$ cat src/sv/assert_macros.svh
// Assertion macros used by the top level of the run gate.
// No dependencies; included where assertions are written.
`ifndef ASSERT_MACROS_SVH
`define ASSERT_MACROS_SVH

// Same-cycle implication.
`define ASSERT_IMPLIES(lbl, clk, rst, ante, cons) \
   lbl: assert property (@(posedge clk) disable iff (rst) (ante) |-> (cons)) \
      else $error("assertion failed: lbl");

// Next-cycle implication.
`define ASSERT_NEXT(lbl, clk, rst, ante, cons) \
   lbl: assert property (@(posedge clk) disable iff (rst) (ante) |=> (cons)) \
      else $error("assertion failed: lbl");

`endif

$ cat src/sv/mlrg_pkg.sv
// Package of the minimum-length run gate: sizes, register indexes, types.
// No dependencies.
`default_nettype none
package mlrg_pkg;
   localparam int MAX_HOLD   = 32;
   localparam int HOLD_IDX_W = $clog2(MAX_HOLD);
   localparam int CP_W       = 21;
   localparam int MIN_RUN_W  = 6;
   localparam int CSR_ADDR_W = 3;
   localparam int CSR_DATA_W = 21;
   localparam int REQ_DATA_W = 24;
   localparam int RSP_DATA_W = 24;

   localparam logic [CSR_ADDR_W-1:0] REG_MIN_RUN       = 3'd0;
   localparam logic [CSR_ADDR_W-1:0] REG_BEFORE_ENABLE = 3'd1;
   localparam logic [CSR_ADDR_W-1:0] REG_BEFORE_CODE   = 3'd2;
   localparam logic [CSR_ADDR_W-1:0] REG_AFTER_ENABLE  = 3'd3;
   localparam logic [CSR_ADDR_W-1:0] REG_AFTER_CODE    = 3'd4;

   typedef struct packed {
      logic push;
      logic pull;
      logic clear;
   } chain_ctrl_type;

   typedef enum logic [1:0] {
      ST_IDLE,
      ST_BEFORE,
      ST_DRAIN,
      ST_AFTER
   } gate_state_type;
endpackage
`default_nettype wire

$ cat src/sv/mlrg_cell.sv
// One hold cell: a code point and a full flag; fills after its left
// neighbor and shifts toward the head on a pull. Depends on mlrg_pkg.
`default_nettype none
module mlrg_cell (
   input  wire                          clock,
   input  wire                          reset,
   input  mlrg_pkg::chain_ctrl_type     ctrl,
   input  wire  [mlrg_pkg::CP_W-1:0]    push_code,
   input  wire                          prev_full,
   input  wire                          next_full,
   input  wire  [mlrg_pkg::CP_W-1:0]    next_code,
   output logic                         full,
   output logic [mlrg_pkg::CP_W-1:0]    code
);
   import mlrg_pkg::*;

   logic            full_ff, full_in;
   logic [CP_W-1:0] code_ff, code_in;

   always_comb begin
      full_in = full_ff;
      code_in = code_ff;
      if (ctrl.clear) begin
         full_in = 1'b0;
      end else if (ctrl.pull) begin
         full_in = next_full;
         code_in = next_code;
      end else if (ctrl.push && prev_full && !full_ff) begin
         full_in = 1'b1;
         code_in = push_code;
      end
   end

   always_ff @(posedge clock) begin
      if (reset) begin
         full_ff <= 1'b0;
      end else begin
         full_ff <= full_in;
      end
      code_ff <= code_in;
   end

   assign full = full_ff;
   assign code = code_ff;
endmodule
`default_nettype wire

$ cat src/sv/mlrg_chain.sv
// Row of MAX_HOLD hold cells; fills from the head, drains through the head.
// Depends on mlrg_pkg and mlrg_cell.
`default_nettype none
module mlrg_chain (
   input  wire                               clock,
   input  wire                               reset,
   input  mlrg_pkg::chain_ctrl_type          ctrl,
   input  wire  [mlrg_pkg::CP_W-1:0]         push_code,
   output logic [mlrg_pkg::MAX_HOLD-1:0]     full,
   output logic [mlrg_pkg::CP_W-1:0]         head_code
);
   import mlrg_pkg::*;

   logic [CP_W-1:0] codes [MAX_HOLD];

   for (genvar i = 0; i < MAX_HOLD; i++) begin : g_cell
      logic            prev_full, next_full;
      logic [CP_W-1:0] next_code;

      if (i == 0) begin : g_head
         assign prev_full = 1'b1;
      end else begin : g_body
         assign prev_full = full[i-1];
      end

      if (i == MAX_HOLD - 1) begin : g_tail
         assign next_full = 1'b0;
         assign next_code = '0;
      end else begin : g_inner
         assign next_full = full[i+1];
         assign next_code = codes[i+1];
      end

      mlrg_cell u_cell (
         .clock     (clock),
         .reset     (reset),
         .ctrl      (ctrl),
         .push_code (push_code),
         .prev_full (prev_full),
         .next_full (next_full),
         .next_code (next_code),
         .full      (full[i]),
         .code      (codes[i])
      );
   end

   assign head_code = codes[0];
endmodule
`default_nettype wire

$ cat src/sv/min_length_run_gate.sv
// Top level of the minimum-length run gate: registers, control, output word.
// Depends on mlrg_pkg, mlrg_chain and assert_macros.svh.
//
//   port group  dir  word contents
//   req_*       in   tdata: code_point; tuser: action, is_match
//   rsp_*       out  tdata: out_code; tuser: is_marker; tlast: last
//   csr_*       in   write enable, register index, data
//
// A word with no burst leaves the gate idle; a qualifying word starts a burst:
// optional before marker, held codes, optional after marker, drained from the
// head of the cell row one result a cycle while rsp is not stalled. Reset is
// synchronous and empties the row. A stalled rsp holds the control in place;
// req is taken only while idle with the output register free.
`default_nettype none
module min_length_run_gate (
   input  wire                                clock,
   input  wire                                reset,
   input  wire                                req_tvalid,
   output logic                               req_tready,
   input  wire  [mlrg_pkg::REQ_DATA_W-1:0]    req_tdata,  // code_point
   input  wire  [1:0]                         req_tuser,  // action, is_match
   output logic                               rsp_tvalid,
   input  wire                                rsp_tready,
   output logic [mlrg_pkg::RSP_DATA_W-1:0]    rsp_tdata,  // out_code
   output logic                               rsp_tuser,  // is_marker
   output logic                               rsp_tlast,
   input  wire                                csr_we,
   input  wire  [mlrg_pkg::CSR_ADDR_W-1:0]    csr_addr,
   input  wire  [mlrg_pkg::CSR_DATA_W-1:0]    csr_wdata
);
   import mlrg_pkg::*;
`include "assert_macros.svh"

   logic [MIN_RUN_W-1:0] min_run_ff;
   logic                 before_en_ff, after_en_ff;
   logic [CP_W-1:0]      before_code_ff, after_code_ff;

   always_ff @(posedge clock) begin
      if (reset) begin
         min_run_ff     <= MIN_RUN_W'(1);
         before_en_ff   <= 1'b0;
         before_code_ff <= '0;
         after_en_ff    <= 1'b1;
         after_code_ff  <= CP_W'(10);
      end else if (csr_we) begin
         unique case (csr_addr)
            REG_MIN_RUN:       min_run_ff     <= csr_wdata[MIN_RUN_W-1:0];
            REG_BEFORE_ENABLE: before_en_ff   <= csr_wdata[0];
            REG_BEFORE_CODE:   before_code_ff <= csr_wdata[CP_W-1:0];
            REG_AFTER_ENABLE:  after_en_ff    <= csr_wdata[0];
            REG_AFTER_CODE:    after_code_ff  <= csr_wdata[CP_W-1:0];
            default: ;
         endcase
      end
   end

   // index of the cell whose fill means the run qualifies
   logic [HOLD_IDX_W-1:0] min_idx;
   always_comb begin
      if (min_run_ff == '0) begin
         min_idx = '0;
      end else if (min_run_ff > MIN_RUN_W'(MAX_HOLD)) begin
         min_idx = HOLD_IDX_W'(MAX_HOLD - 1);
      end else begin
         min_idx = HOLD_IDX_W'(min_run_ff - MIN_RUN_W'(1));
      end
   end

   gate_state_type        state_ff, state_in;
   logic                  streaming_ff, streaming_in;
   logic                  close_ff, close_in;
   chain_ctrl_type        ctrl;
   logic [MAX_HOLD-1:0]   full, push_full;
   logic [CP_W-1:0]       head_code;

   mlrg_chain u_chain (
      .clock     (clock),
      .reset     (reset),
      .ctrl      (ctrl),
      .push_code (req_tdata[CP_W-1:0]),
      .full      (full),
      .head_code (head_code)
   );

   logic            rsp_valid_ff, rsp_valid_in;
   logic [CP_W-1:0] rsp_code_ff;
   logic            rsp_marker_ff, rsp_last_ff;
   logic            can_load, accept, char_match, qualify_push, qualify_close;
   logic            drain_end;
   logic            emit, emit_marker, emit_last;
   logic [CP_W-1:0] emit_code;

   assign can_load      = !rsp_valid_ff || rsp_tready;
   assign req_tready    = (state_ff == ST_IDLE) && can_load;
   assign accept        = req_tvalid && req_tready;
   assign char_match    = !req_tuser[0] && req_tuser[1];
   assign push_full     = full | {full[MAX_HOLD-2:0], 1'b1};
   assign qualify_push  = push_full[min_idx];
   assign qualify_close = full[min_idx];
   assign drain_end     = !full[1];

   // next state
   always_comb begin
      state_in = state_ff;
      unique case (state_ff)
         ST_IDLE: begin
            if (accept && !streaming_ff &&
                ((char_match && qualify_push) || (!char_match && qualify_close))) begin
               state_in = before_en_ff ? ST_BEFORE : ST_DRAIN;
            end
         end
         ST_BEFORE: begin
            if (can_load) state_in = ST_DRAIN;
         end
         ST_DRAIN: begin
            if (can_load && drain_end) begin
               state_in = (close_ff && after_en_ff) ? ST_AFTER : ST_IDLE;
            end
         end
         ST_AFTER: begin
            if (can_load) state_in = ST_IDLE;
         end
         default: state_in = ST_IDLE;
      endcase
   end

   // outputs and chain control
   always_comb begin
      emit         = 1'b0;
      emit_code    = '0;
      emit_marker  = 1'b0;
      emit_last    = 1'b0;
      ctrl         = '0;
      streaming_in = streaming_ff;
      close_in     = close_ff;
      unique case (state_ff)
         ST_IDLE: begin
            if (accept) begin
               if (char_match) begin
                  if (streaming_ff) begin
                     emit      = 1'b1;
                     emit_code = req_tdata[CP_W-1:0];
                     emit_last = 1'b1;
                  end else begin
                     ctrl.push = 1'b1;
                     if (qualify_push) begin
                        streaming_in = 1'b1;
                        close_in     = 1'b0;
                     end
                  end
               end else begin
                  streaming_in = 1'b0;
                  if (streaming_ff) begin
                     emit        = after_en_ff;
                     emit_code   = after_code_ff;
                     emit_marker = 1'b1;
                     emit_last   = 1'b1;
                  end else if (qualify_close) begin
                     close_in = 1'b1;
                  end else begin
                     ctrl.clear = 1'b1;
                  end
               end
            end
         end
         ST_BEFORE: begin
            emit        = 1'b1;
            emit_code   = before_code_ff;
            emit_marker = 1'b1;
         end
         ST_DRAIN: begin
            emit      = 1'b1;
            emit_code = head_code;
            emit_last = drain_end && !(close_ff && after_en_ff);
            ctrl.pull = can_load;
         end
         ST_AFTER: begin
            emit        = 1'b1;
            emit_code   = after_code_ff;
            emit_marker = 1'b1;
            emit_last   = 1'b1;
         end
         default: ;
      endcase
   end

   always_comb begin
      if (emit && can_load) begin
         rsp_valid_in = 1'b1;
      end else if (rsp_tready) begin
         rsp_valid_in = 1'b0;
      end else begin
         rsp_valid_in = rsp_valid_ff;
      end
   end

   always_ff @(posedge clock) begin
      if (reset) begin
         state_ff     <= ST_IDLE;
         streaming_ff <= 1'b0;
         close_ff     <= 1'b0;
         rsp_valid_ff <= 1'b0;
      end else begin
         state_ff     <= state_in;
         streaming_ff <= streaming_in;
         close_ff     <= close_in;
         rsp_valid_ff <= rsp_valid_in;
      end
      if (emit && can_load) begin
         rsp_code_ff   <= emit_code;
         rsp_marker_ff <= emit_marker;
         rsp_last_ff   <= emit_last;
      end
   end

   assign rsp_tvalid = rsp_valid_ff;
   assign rsp_tdata  = RSP_DATA_W'(rsp_code_ff);
   assign rsp_tuser  = rsp_marker_ff;
   assign rsp_tlast  = rsp_last_ff;

   `ASSERT_IMPLIES(a_drain_has_data, clock, reset, state_ff == ST_DRAIN, full[0])
   `ASSERT_IMPLIES(a_stream_row_empty, clock, reset,
                   state_ff == ST_IDLE && streaming_ff, !full[0])
   `ASSERT_NEXT(a_before_to_drain, clock, reset,
                state_ff == ST_BEFORE && can_load, state_ff == ST_DRAIN)
endmodule
`default_nettype wire
$ cat config.mk
export PLATFORM = sky130hd
export DESIGN_NAME = min_length_run_gate
export DESIGN_NICKNAME = d
export VERILOG_FILES = /design/src/sv/mlrg_pkg.sv /design/src/sv/mlrg_cell.sv /design/src/sv/mlrg_chain.sv /design/src/sv/min_length_run_gate.sv
export VERILOG_INCLUDE_DIRS = /design/src /design/src/sv
export SDC_FILE = /design/constraint.sdc
export NUM_CORES = 1
export LEC_CHECK = 0
export BUFFER_PORTS_ARGS = -buffer_cell sky130_fd_sc_hd__clkbuf_2
export CAP_MARGIN = 15
export CORE_UTILIZATION = 45
export CTS_CLUSTER_DIAMETER = 80
export DETAILED_ROUTE_END_ITERATION = 8
export PLACE_DENSITY_LB_ADDON = 0.3
export SLEW_MARGIN = 20
export SYNTH_ARGS = -nofsm -noshare
export SYNTH_HDL_FRONTEND = slang
export SYNTH_SLANG_ARGS = --single-unit
$ cat constraint.sdc
create_clock -name clock -period 9.9 [get_ports clock]
set_clock_uncertainty 0.05 [all_clocks]
set_input_delay 0 -clock clock [delete_from_list [all_inputs] [get_ports clock]]
set_output_delay 0 -clock clock [all_outputs]
set_load 0.005 [all_outputs]
### After elaboration in Yosys (flattened, before gate mapping)

Index checks and enable logic that the tools add are counted.

| cells by class | value |
|---|---|
| add/subtract/negate cells | 1 |
| magnitude comparators | 2 |
| eq/ne operators | 12 |
| muxes and demuxes | 173 |
| bitwise logic cells | 3 |
| reduce and logical (&&, ||, !) cells | 194 |

Operators with widths:

| cell | count |
|---|---|
| 2-to-1 mux 21 bit | 67 |
| 2-to-1 mux 1 bit | 91 |
| one-hot mux 21 bit (4 select lines) | 1 |
| AND reduction 2 bit | 38 |
| logical AND 1 bit | 74 |
| nonzero test 2 bit | 34 |
| zero test 1 bit | 37 |
| OR 32 bit | 1 |
| 2-to-1 mux 2 bit | 6 |
| binary-select mux 1 bit (select 5 bit) | 2 |
| 2-to-1 mux 5 bit | 2 |
| one-hot mux 2 bit (4 select lines) | 1 |
| == test 3 x 2 -> 1 bit, second input constant | 2 |
| greater-than comparator 6 bit, second input constant | 1 |
| zero test 6 bit | 1 |
| less-than comparator 5 x 6 -> 1 bit, second input constant | 1 |
| inequality test 2 bit, second input constant | 3 |
| OR reduction 3 bit | 2 |
| AND reduction 5 bit | 1 |
| subtractor 5 x 1 -> 5 bit, second input constant | 1 |
| == test 2 bit, second input constant | 2 |
| inequality test 2 x 1 -> 1 bit, second input constant | 2 |
| one-hot mux 1 bit (2 select lines) | 2 |
| AND reduction 4 bit | 1 |
| other kinds (9) | 12 |

| word-level totals | value |
|---|---|
| flip-flop bits (word level) | 782 |
| input bits | 55 |
| output and inout port bits | 28 |
| logic and storage cells | 461 |

### Longest topological paths before layout

| logic depth | value |
|---|---|
| word-level depth | 12 |
| depth in mapped cells | 15 |
| gate-level depth less buffers | 10 |

### Hierarchy

From an unflattened synthesis, not the netlist that was laid out.

| unflattened totals | value |
|---|---|
| cells, all modules | 2226 |
| area total of the unflattened synthesis | 38463.1 um2 |

By module, submodules not included:

| module | instances | cells each | area each (um2) | sequential area each (um2) |
|---|---|---|---|---|
| mlrg_cell | 32 | 52 | 1057.3 | 650.6 |
| min_length_run_gate | 1 | 528 | 4383.0 | 1791.7 |
| mlrg_chain | 1 | 34 | 247.7 | 0.0 |

### Worst setup path before layout

No wires, ideal clock.

| timing | value |
|---|---|
| path kind | flip-flop to flip-flop |
| start point | register state_ff[0] |
| end point | register u_chain.g_cell[2].u_cell.full_ff |
| setup time | 65 ps |
| arrival time | 3550 ps |
| data required time | 9785 ps |
| path slack | 6235 ps |
| cell stages (with the launch flop) | 9 |
| path buffers | 2 |
| period minus slack after synthesis | 3665 ps |
| cell sequence | dfxtp_1 clkbuf_1 nor3_1 nand2_1 nor2_1 nand2_1 buf_4 o31ai_1 o221a_2 |

| between the ends | value |
|---|---|
| word-level cells in the longest chain between the ends | 8 |
| elaborated cells on any way between the ends | 14 |
| classes of those cells | 1 x eq/ne; 6 x mux; 7 x reduce/logical |

RTL lines:

| item | line | RTL |
|---|---|---|
| start: declaration | min_length_run_gate.sv:69 | `gate_state_type state_ff, state_in;` |
| start signal: assignment | min_length_run_gate.sv:204 | `state_ff <= state_in;` |
| zero test 2 bit * | min_length_run_gate.sv:94 | `assign req_tready = (state_ff == ST_IDLE) && can_load;` |
| logical AND 1 bit * | min_length_run_gate.sv:94 |  |
| net req_tready | min_length_run_gate.sv:19 | `output logic req_tready,` |
| logical AND 1 bit * | min_length_run_gate.sv:95 | `assign accept = req_tvalid && req_tready;` |
| 2-to-1 mux 1 bit | min_length_run_gate.sv:138 | `if (accept) begin` |
| 2-to-1 mux 1 bit | min_length_run_gate.sv:136 | `unique case (state_ff)` |
| logical AND 1 bit (2 in series) | mlrg_cell.sv:28 | `end else if (ctrl.push && prev_full && !full_ff) begin` |
| nonzero test 2 bit (no source line) | -- |  |
| end signal: assignment | mlrg_cell.sv:38 | `full_ff <= full_in;` |
| end: declaration | mlrg_cell.sv:17 | `logic full_ff, full_in;` |

The timed path passes the listed nets; every way through them passes the cells marked *.
A chain may end at the register's enable or synchronous reset.

### Worst setup path after layout

| timing | value |
|---|---|
| start point | register min_run_ff[0] |
| end point | register streaming_ff |

| between the ends | value |
|---|---|
| word-level cells in the longest chain between the ends | 8 |
| elaborated cells on any way between the ends | 10 |
| classes of those cells | 1 x add/sub; 1 x order compare; 7 x mux; 1 x reduce/logical |

RTL lines:

| item | line | RTL |
|---|---|---|
| start: declaration | min_length_run_gate.sv:34 | `logic [MIN_RUN_W-1:0] min_run_ff;` |
| start signal: assignment | min_length_run_gate.sv:47 | `REG_MIN_RUN: min_run_ff <= csr_wdata[MIN_RUN_W-1:0];` |
| subtractor 5 x 1 -> 5 bit or greater-than comparator 6 bit (tied branches) | min_length_run_gate.sv:65, min_length_run_gate.sv:62 |  |
| 2-to-1 mux 5 bit | min_length_run_gate.sv:62 | `end else if (min_run_ff > MIN_RUN_W'(MAX_HOLD)) begin` |
| 2-to-1 mux 5 bit * | min_length_run_gate.sv:60 | `if (min_run_ff == '0) begin` |
| binary-select mux 1 bit (select 5 bit) * | min_length_run_gate.sv:98 | `assign qualify_push = push_full[min_idx];` |
| 2-to-1 mux 1 bit (not written as such) * | min_length_run_gate.sv:98 |  |
| 2-to-1 mux 1 bit * | min_length_run_gate.sv:146 | `if (qualify_push) begin` |
| 2-to-1 mux 1 bit * | min_length_run_gate.sv:140 | `if (streaming_ff) begin` |
| 2-to-1 mux 1 bit * | min_length_run_gate.sv:139 | `if (char_match) begin` |
| end signal: assignment | min_length_run_gate.sv:205 | `streaming_ff <= streaming_in;` |
| end: declaration | min_length_run_gate.sv:70 | `logic streaming_ff, streaming_in;` |

Mark *: on every way between the ends. The rest lies on a longest branch, timed or not. The select of a mux whose other input is x is not followed.

==> impl_metrics.py <==
metrics = {
    "detailed_routing": {
        "wirelength_um": 71800,
        "post_drt_via_cell_ratio": 5.76,
        "dr.first_iter.drc_count": 1711,
        "m1WireLength_um": 31000,
        "dr_wl_met2_um": 35200,
        "drc": 0,
        "ant_nets": 0,
        "wl_per_cell_um": 22.1,
        "firstDrtPassIters": 6,
        "wl_met3_um": 3450,
        "num_vias": 18700,
        "highest_layer": "met4",
    },
    "clocking": {
        "clock-root-buffer": "clkbuf_16",
        "cts_buffer_depth": 3,
        "h-tree-depth": 3,
        "ctsResizeCount": 0,
        "cts.sinks": 782,
        "clkTransAtPathRegs_ps": 60,
        "clk-insertion-delay-late_ps": 620,
        "cts_tree": "yes",
        "postCtsHoldBufs": 62,
        "cts_buffers": 79,
        "cts_setup_buffers": 0,
    },
    "global_route": {
        "antenna_found_initial": 0,
        "grtUsageTotal_pct": 20.2,
        "grt_pass1_wl_um": 111000,
        "grt_max_degree": 247,
        "grt-ovfl-total": 0,
        "grt_pass1_vias": 18900,
    },
    "pwr": {
        "irDropWorstVdd_uv": 163,
        "power.total_w": 0.00870,
        "p_leak_nw": 15.0,
        "power_density_nw_per_um2": 241,
    },
    "sta": {
        "finalSetupTns_ps": 0,
        "finalHoldViolations": 0,
        "setup_viol": 0,
        "rsz0062_at_grt": "false",
        "relSlewSlack_pct": 24.7,
        "fmax_mhz": 188,
        "fin_crit_ps": 5320,
        "worst_pin_slew_ps": 1130,
        "finalCritPeriodShare_pct": 53.8,
        "drv_slew": 0,
    },
    "floorplanning": {
        "placementRows": 96,
        "die_width_um": 267,
        "core_um2": 69100,
        "pin_count": 83,
        "die_height_um": 267,
        "dieArea_um2": 71500,
        "start_util_pct": 45.9,
    },
    "cells_and_area": {
        "drive_gt1_share_pct": 13.7,
        "finalInstanceArea_um2": 36200,
        "nets": 2312,
        "final_util_pct": 52.4,
        "fin_cells": 3246,
        "area_delta_synth_final_pct": 14.2,
    },
    "min_path": {
        "hold_class": "in2reg",
        "hold_start": "csr_wdata[13]",
    },
    "setup_path": {
        "crit_required_ps": 10330,
        "crit_path_end_kind": "register",
        "path_common_cell": "a2111oi_0",
        "crit_path_max_fanout": 27,
        "crit_path_max_incr_delay_ps": 980,
        "startpoint": "min_run_ff[0]$_SDFFE_PP1P_",
        "worstPathArrival_ps": 5760,
        "reg2reg_from": "min_run_ff[0]$_SDFFE_PP1P_",
        "cp_slowest_cell": "dfxtp_1",
        "crit_type": "reg2reg",
        "cp-start-kind": "register",
        "r2r_slack_ps": 4580,
        "path_cells": "inv_1, ha_1, or4b_1, o21ai_4, a2111oi_0, a21oi_1, a2111oi_0, nor2_1, a31oi_1, a211oi_1, dlygate4sd3_1",
    },
    "placed_design": {
        "io_buffer_count": 76,
        "placed_cells": 3038,
        "dpl_cell_area_um2": 33000,
        "dp_hpwl_um": 40000,
        "gp_congestion": 0.795,
    },
    "synthesis": {
        "synth_edf_count": 695,
        "synth_flop_cell": "edfxtp_1",
        "ys_types": 69,
        "synth_cells": 2193,
        "syn_area_um2": 31700,
        "ys_seq_area_share_pct": 71.4,
        "async_reset_ff_share_pct": 0,
        "yosysWarnings": 0,
        "ys_ff_latch": 782,
        "synth.avg_cell_area_um2": 14.4,
    },
    "flow_run": {
        "cap_violations": 0,
    },
    "run_status": {
        "status": "finished, final reports clean",
    },
}
registers in the layout, summed over array words and instances, names as in the netlist:
| signal | count |
|---|---|
| rsp_code_ff | 21 |
| min_run_ff | 6 |
| after_code_ff | 21 |
| u_chain.g_cell.u_cell.full | 32 |
| streaming_ff | 1 |
| rsp_tuser | 1 |
| u_chain.g_cell.u_cell.code | 672 |
| rsp_tlast | 1 |
| before_en_ff | 1 |
| state_ff | 2 |
| before_code_ff | 21 |
| rsp_tvalid | 1 |
| close_ff | 1 |
| after_en_ff | 1 |
report_power, final:
group	leakage, nW	switching (W)	internal (W)	total (W)
clock network	1.18	0.00122	0.00159	0.00281
registers	7.07	0.000166	0.00428	0.00445
logic	6.80	0.000939	0.000501	0.00144
total	15.0	0.00232	0.00638	0.00870
worst paths after layout:
kind / cells past startpoint / end
max reg2reg: 11 / streaming_ff$_SDFFE_PP0P_
max: 11 / streaming_ff$_SDFFE_PP0P_
min: 4 / after_code_ff[13]$_SDFFE_PP0P_
min reg2reg: 2 / before_code_ff[12]$_SDFFE_PP0P_
metal layers:
layer  global-route usage, %  up-vias
met5                       0        -
met4                    6.99        0
met3                    3.37      159
met2                    33.0      470
met1                    27.3     9627
li1                        -     8450
critical path, delay by kind of cell, from the launching register on:
family          cells  cell delay, ps
buf+inv             2            1150
simple gates        2             840
flops               1             980
compound gates      6            1740
fa+ha+maj           1             440
final cells by class:
cell class	instances	area, µm²
fill	5673	32900
clock buffer	112	2180
inverter	10	37.5
antenna	1	2.50
clock inverter	28	231
multi-input combinational	1190	8440
tap	931	1160
timing repair buffer	192	1490
sequential	782	22600
stage by stage:
| step | worst slack [ps] | hold slack, ps |
|---|---|---|
| 2_1_floorplan | 6230 | 72.9 |
| 4_1_cts | 4350 | 110 |
| 3_5_place_dp | 4410 | 196 |
| 3_3_place_gp | 4470 | 193 |
| 6_report | 4580 | 129 |
| 5_1_grt | 4170 | 122 |
placed cells by master, fill, tap and decap left out, types with 21 or more instances in the layout:
cell and instances:
a21o_1 656, a21oi_1 66, a222oi_1 21, and2_1 24, buf_4 47, clkbuf_1 27, clkbuf_16 81, clkbuf_2 76
dfxtp_1 87, dlygate4sd3_1 62, edfxtp_1 695, nand2_1 150, nand2b_1 36, nor2_1 26, o221a_2 31
cell usage after synthesis (all sizes together), types with 4 or more instances:
cell | number | area, µm²
inv | 10 | 37.5
nor3 | 10 | 55.1
a21o | 658 | 4940
nor2b | 9 | 56.3
nor2 | 27 | 104
a211oi | 12 | 90.1
a22oi | 6 | 50.1
a2111oi | 8 | 76.3
a31oi | 10 | 62.6
a221oi | 5 | 50.0
a21oi | 67 | 335
dfxtp | 87 | 1740
buf | 25 | 178
clkbuf | 188 | 716
a222oi | 21 | 210
nand2b | 37 | 231
o21a | 4 | 30.0
o21ai | 43 | 226
mux2i | 8 | 80.1
o31ai | 4 | 30.0
o221a | 31 | 349
edfxtp | 695 | 20900
and2 | 24 | 150
nand3 | 6 | 30.0
nand2 | 151 | 567
cells by family (layout without fill, tap and decap cells):
kind of cell,Yosys count,after routing,share of synthesized area (%)
AOI/OAI and AO/OA,890,890,21.0
xor gates and xnor gates,1,1,0.0277
adders and majority gates,5,5,0.174
buffers and inverters,223,342,2.94
DFF,782,782,71.4
muxes,8,8,0.253
other,1,4,0.0118
and+or+nand+nor,283,283,4.25
(Power assumes the default switching activity.)
